==> src/hw/rtl/scs_pkg.sv <==
// Shared constants, types and helpers of the sliding-window count sketch.
package scs_pkg;

	// Sketch geometry.
	localparam int ROWS    = 4;
	localparam int COL_W   = 10;
	localparam int COLUMNS = 1 << COL_W;
	localparam int DAYS    = 2;
	localparam int BUCKETS = ROWS * COLUMNS;

	// Field and counter widths.
	localparam int IDX_W  = 10;
	localparam int CNT_W  = 32;
	localparam int FUNC_W = 2;
	localparam int STEP_W = 13;
	localparam int ROW_W  = (ROWS > 1) ? $clog2(ROWS) : 1;
	localparam int ADDR_W = ROW_W + COL_W;
	localparam int SUM_W  = CNT_W + $clog2(DAYS) + 1;
	localparam int RANK_W = $clog2(ROWS) + 1;

	// Ranks of the two middle values; they coincide for an odd row count.
	localparam bit ROWS_ODD = (ROWS % 2) != 0;
	localparam int LO_RANK  = ROWS_ODD ? (ROWS - 1) / 2 : ROWS / 2 - 1;
	localparam int HI_RANK  = ROWS_ODD ? (ROWS - 1) / 2 : ROWS / 2;

	localparam logic [STEP_W-1:0] STEP_RESET = STEP_W'(1);

	// Request codes.
	localparam logic [FUNC_W-1:0] FUNC_INSERT = FUNC_W'(0);
	localparam logic [FUNC_W-1:0] FUNC_QUERY  = FUNC_W'(1);
	localparam logic [FUNC_W-1:0] FUNC_CLEAR  = FUNC_W'(2);

	localparam logic signed [CNT_W-1:0] CNT_MAX = {1'b0, {(CNT_W-1){1'b1}}};
	localparam logic signed [CNT_W-1:0] CNT_MIN = {1'b1, {(CNT_W-1){1'b0}}};

	typedef logic [ADDR_W-1:0]              addr_t;
	typedef logic [COL_W-1:0]               col_t;
	typedef logic [DAYS-1:0][CNT_W-1:0]     word_t;
	typedef logic [ROWS-1:0][CNT_W-1:0]     vals_t;

	// Handshake between the sequencer and the median unit.
	typedef struct packed {
		logic go;
	} med_req_t;

	typedef struct packed {
		logic              valid;
		logic [CNT_W-1:0]  value;
	} med_rsp_t;

	// Column of a hashed index; COLUMNS is a power of two, so this is a mask.
	function automatic col_t col_of(input logic [IDX_W-1:0] idx);
		logic [COL_W+IDX_W-1:0] wide;
		wide = {{COL_W{1'b0}}, idx};
		return wide[COL_W-1:0];
	endfunction

	// Bucket address of a row and column: row * COLUMNS + column.
	function automatic addr_t bucket_addr(input logic [ROW_W-1:0] row, input col_t col);
		return {row, col};
	endfunction

endpackage

==> src/hw/rtl/scs_median.sv <==
// Median across rows: rank selection, then mean of the two middle values.
module scs_median (
	input  logic              clk,
	input  logic              arst_n,
	input  scs_pkg::med_req_t req,
	input  scs_pkg::vals_t    vals,
	output scs_pkg::med_rsp_t rsp
);

	logic                              vld_s1;
	logic signed [scs_pkg::CNT_W-1:0]  lo_s1;
	logic signed [scs_pkg::CNT_W-1:0]  hi_s1;
	logic                              vld_s2;
	logic        [scs_pkg::CNT_W-1:0]  res_s2;

	logic signed [scs_pkg::CNT_W-1:0]  lo_sel;
	logic signed [scs_pkg::CNT_W-1:0]  hi_sel;
	logic signed [scs_pkg::CNT_W:0]    pair_sum;
	logic signed [scs_pkg::CNT_W:0]    half;
	logic        [scs_pkg::CNT_W-1:0]  mean;

	// Each value gets a unique rank; ties are broken by row order.
	always_comb begin
		logic [scs_pkg::RANK_W-1:0] rank;
		lo_sel = '0;
		hi_sel = '0;
		for (int i = 0; i < scs_pkg::ROWS; i++) begin
			rank = '0;
			for (int j = 0; j < scs_pkg::ROWS; j++) begin
				if (($signed(vals[j]) < $signed(vals[i])) ||
				    ((vals[j] == vals[i]) && (j < i))) begin
					rank = rank + 1'b1;
				end
			end
			if (rank == scs_pkg::RANK_W'(scs_pkg::LO_RANK)) begin
				lo_sel = $signed(vals[i]);
			end
			if (rank == scs_pkg::RANK_W'(scs_pkg::HI_RANK)) begin
				hi_sel = $signed(vals[i]);
			end
		end
	end

	// Mean truncated toward zero: a negative odd sum rounds up after the shift.
	always_comb begin
		pair_sum = {lo_s1[scs_pkg::CNT_W-1], lo_s1} + {hi_s1[scs_pkg::CNT_W-1], hi_s1};
		half     = pair_sum >>> 1;
		if (pair_sum[scs_pkg::CNT_W] && pair_sum[0]) begin
			half = half + (scs_pkg::CNT_W+1)'(1);
		end
		if (scs_pkg::ROWS_ODD) begin
			mean = lo_s1;
		end else begin
			mean = half[scs_pkg::CNT_W-1:0];
		end
	end

	always_ff @(posedge clk or negedge arst_n) begin
		if (!arst_n) begin
			vld_s1 <= 1'b0;
			vld_s2 <= 1'b0;
		end else begin
			vld_s1 <= req.go;
			vld_s2 <= vld_s1;
		end
	end

	always_ff @(posedge clk) begin
		lo_s1  <= lo_sel;
		hi_s1  <= hi_sel;
		res_s2 <= mean;
	end

	assign rsp.valid = vld_s2;
	assign rsp.value = res_s2;

endmodule

==> config.mk <==
export PLATFORM = sky130hd
export DESIGN_NAME = scs_median
export DESIGN_NICKNAME = d
export VERILOG_FILES = /design/src/hw/rtl/scs_pkg.sv /design/src/hw/rtl/scs_median.sv
export SDC_FILE = /design/constraint.sdc
export NUM_CORES = 1
export LEC_CHECK = 0
export BUFFER_PORTS_ARGS = -buffer_cell sky130_fd_sc_hd__buf_2
export CAP_MARGIN = 25
export CORE_ASPECT_RATIO = 1.25
export CORE_UTILIZATION = 45
export DETAILED_ROUTE_END_ITERATION = 7
export PLACE_DENSITY = 0.66
export REMOVE_ABC_BUFFERS = 1
export SLEW_MARGIN = 30
export SYNTH_ARGS = -nofsm -noshare
export SYNTH_HDL_FRONTEND = slang
export SYNTH_SLANG_ARGS = --single-unit
==> constraint.sdc <==
create_clock -name clk -period 3.7 [get_ports clk]
set_input_delay 0.185 -clock clk [delete_from_list [all_inputs] [get_ports clk]]
set_output_delay 0.185 -clock clk [all_outputs]
set_load 0.005 [all_outputs]
==> results_dict.tcl <==
set metrics [dict create \
    status "complete, but fails checks" \
    violations "negative setup slack" \
    final-max-slew-violation-count 0 \
    drv_cap 0 \
    worst_slew_pin_slew_ns 0.560 \
    crit_family "simple AND/OR/NAND/NOR gates" \
    setup_viol 64 \
    critical_path_class "in2reg" \
    cp_data_required_time_ns 3.95 \
    cp_max_fo 5 \
    fmax_mhz 246 \
    finalNonFillerCells 2118 \
    finClkSkew_ns 0.00917 \
    postSynthAreaPerCell_sq_um 8.02 \
    multiInputGateArea_sq_um 9970 \
    num_rows 64 \
    dp_hpwl_mm 32.4 \
    wl_mm 43.6 \
    vdd.ir_drop.worst_v 0.000392 \
    cts_root_buf "clkbuf_16" \
    drive_above_1_share 0.356 \
    rsz0062_at_grt "true" \
    cts_made_buffers 9 \
    cts_buffer_depth 2 \
    fin_util 0.672 \
    die_area_sq_um 25500 \
    fillers 1982 \
    synth_cells 1393 \
    cts_tree "done" \
    mostFrequentLayoutCells "buf_4 (216), ha_1 (210), buf_2 (148)" \
    crit_top_cell "buf_6" \
    port_buffers 163 \
    grt_pass1_vias 12319 \
    vias 12611 \
    critPathBufInv 10 \
    grt_pass1_wl_mm 64.1 \
    final_common_cell "buf_4" \
    insertedDiodeCount 0 \
    io_pins 164 \
    die_h_um 178 \
    ff_latch_area_sq_um 1970 \
    end_kind "register" \
    seq_area_frac_synth 0.176 \
    yosys_warnings 0 \
    grt_max_degree 37 \
    via_per_inst 5.95 \
    hold_violations 0 \
    cp_slowest_cell "ha_4" \
    clk_pin_slew_worst_paths_ns 0.07 \
    cts_sinks 98 \
    relSlewSlack 0.623 \
    wl_per_cell_um 20.6 \
    gp_congestion 0.917 \
    grt_overflow 0 \
    design.core.area_sq_um 24400 \
    hold_class "in2reg" \
    drc 0 \
    dieWidth_um 143 \
    slowest_delay_ns 0.29 \
    start_util 0.458 \
    cellPowerDensity_nw_per_um2 677 \
    period_needed_ns 4.07 \
    synth-edff-count 0 \
    antenna_found_initial 0 \
    drt_pass1_iterations 7 \
    synth_cell_types 72 \
    placedCellCount 2055 \
    async_reset_ff_frac 0.0204 \
    grt_usage 0.329 \
    htree_levels 3 \
    ant_nets 0 \
    leakage_uw 0.00778 \
    setup_slack_ns -0.370 \
    fin_setup_tns_ns -15.91 \
    ys.flop_type "dfxtp_1" \
    start_kind "input pin" \
    worstPathArrival_ns 4.32 \
    syn2layout_area_growth_pct 46.8 \
    nNetsFinal 2147 \
    drt_iter0_drc 942 \
    syn-cell-area_sq_um 11200 \
    ys_ff_latch 98 \
    clk_latency_ns 0.37 \
    finalCritPeriodShare 1.10 \
]
area by class of cell:
| class | count | share of cell area |
|---|---|---|
| multi-input combinational | 1138 | 0.608 |
| inverter | 110 | 0.0258 |
| clock buffer | 10 | 0.0140 |
| clock inverter | 6 | 0.00259 |
| tap | 330 | 0.0252 |
| sequential | 98 | 0.120 |
| timing repair buffer | 426 | 0.204 |
metrics by stage:
step / hold slack, ns / power [uW] / area [sq um] / worst slack, ns
floorplan: -0.111 / 6600 / 11000 / -1.82
global placement: -0.0296 / 8840 / 14100 / -0.721
detailed placement: -0.0278 / 8960 / 14100 / -0.958
CTS: 0.0467 / 10400 / 15400 / -0.130
global route: 0.0617 / 11900 / 16400 / -0.473
finish: 0.0551 / 11100 / 16400 / -0.370
final timing paths:
path	from	end	slack [ns]	cells after the start
max in group asynchronous	arst_n	vld_s1	3.48	2
max	vals[57]	lo_s1[15]	-0.37	27
min in group asynchronous	arst_n	vld_s2	0.13	2
max reg2reg	hi_s1[7]	res_s2[29]	0.18	12
min reg2reg	vld_s1	vld_s2	0.35	0
min	vals[121]	hi_s1[25]	0.06	3
sequential cells by signal, summed over array words and instances (netlist names):
signal / count
res_s2: 32
hi_s1: 32
lo_s1: 32
vld_s1: 1
vld_s2: 1
repair_timing:
item | in CTS | in global routing
pin swaps | 85 | 72
setup buffers | 22 | 24
hold endpoints to repair | 3 | 0
endpoints found under the setup margin | 68 | 72
hold buffers | 2 | 0
resized for setup | 156 | 129
cloned | 5 | 2
worst register-to-register path, delay by kind of cell (launching register included):
family                     cells  cell delay [ns]
adders and majority gates      1             0.40
xor gates and xnor gates       1             0.13
DFF                            1             0.35
AOI/OAI and AO/OA              3             0.57
and+or+nand+nor                7             2.01
synth_stat cells (3+ instances only):
cell | number | area [sq um]
ha_1 | 232 | 2900
nor2_1 | 115 | 432
nand2_1 | 114 | 428
inv_1 | 110 | 413
dfxtp_1 | 96 | 1920
a21oi_1 | 93 | 465
a221oi_1 | 69 | 604
o31ai_1 | 64 | 480
a21o_1 | 57 | 428
nand4_1 | 50 | 313
o21ai_0 | 49 | 245
xnor2_1 | 34 | 298
clkbuf_1 | 33 | 124
nand2b_1 | 30 | 188
nor2b_1 | 29 | 181
xor2_1 | 21 | 184
nand3_1 | 18 | 90.1
o21a_1 | 16 | 120
nor3_1 | 14 | 70.1
buf_2 | 10 | 50.1
mux2i_1 | 10 | 100
a31oi_1 | 7 | 43.8
and2_1 | 7 | 43.8
and3_1 | 7 | 43.8
nor4_1 | 7 | 43.8
o211ai_1 | 6 | 45.0
o21bai_1 | 6 | 45.0
a211oi_1 | 5 | 37.5
mux2_2 | 5 | 56.3
nand3b_1 | 5 | 37.5
or2_2 | 5 | 31.3
or3_1 | 5 | 31.3
a211o_1 | 4 | 35.0
a21boi_0 | 4 | 30.0
buf_4 | 4 | 30.0
o22ai_1 | 4 | 25.0
nand4b_1 | 3 | 26.3
o221ai_1 | 3 | 26.3
metal layers:
| metal | global-route usage | vias up | part of all wire |
|---|---|---|---|
| li1 | - | 5963 | - |
| met5 | 0 | - | 0 |
| met4 | 0.208 | 0 | 0.062 |
| met2 | 0.564 | 573 | 0.48 |
| met1 | 0.385 | 5906 | 0.39 |
| met3 | 0.0413 | 169 | 0.068 |
logic make-up (layout without fill, tap and decap cells):
group                      Yosys count  after routing  synth area share
adders and majority gates          233            233             0.262
xor gates and xnor gates            55             55            0.0431
DFF                                 98             98             0.176
buffers and inverters              157            552            0.0552
muxes                               16             16            0.0160
AOI/OAI and AO/OA                  413            413             0.260
and+or+nand+nor                    421            421             0.188
where the power goes:
part,total [uW],internal [uW],switching [uW]
Combinational,8270,3750,4520
Sequential,1910,1670,244
Clock,919,458,461
No activity file was read; power rests on OpenSTA's default activity.
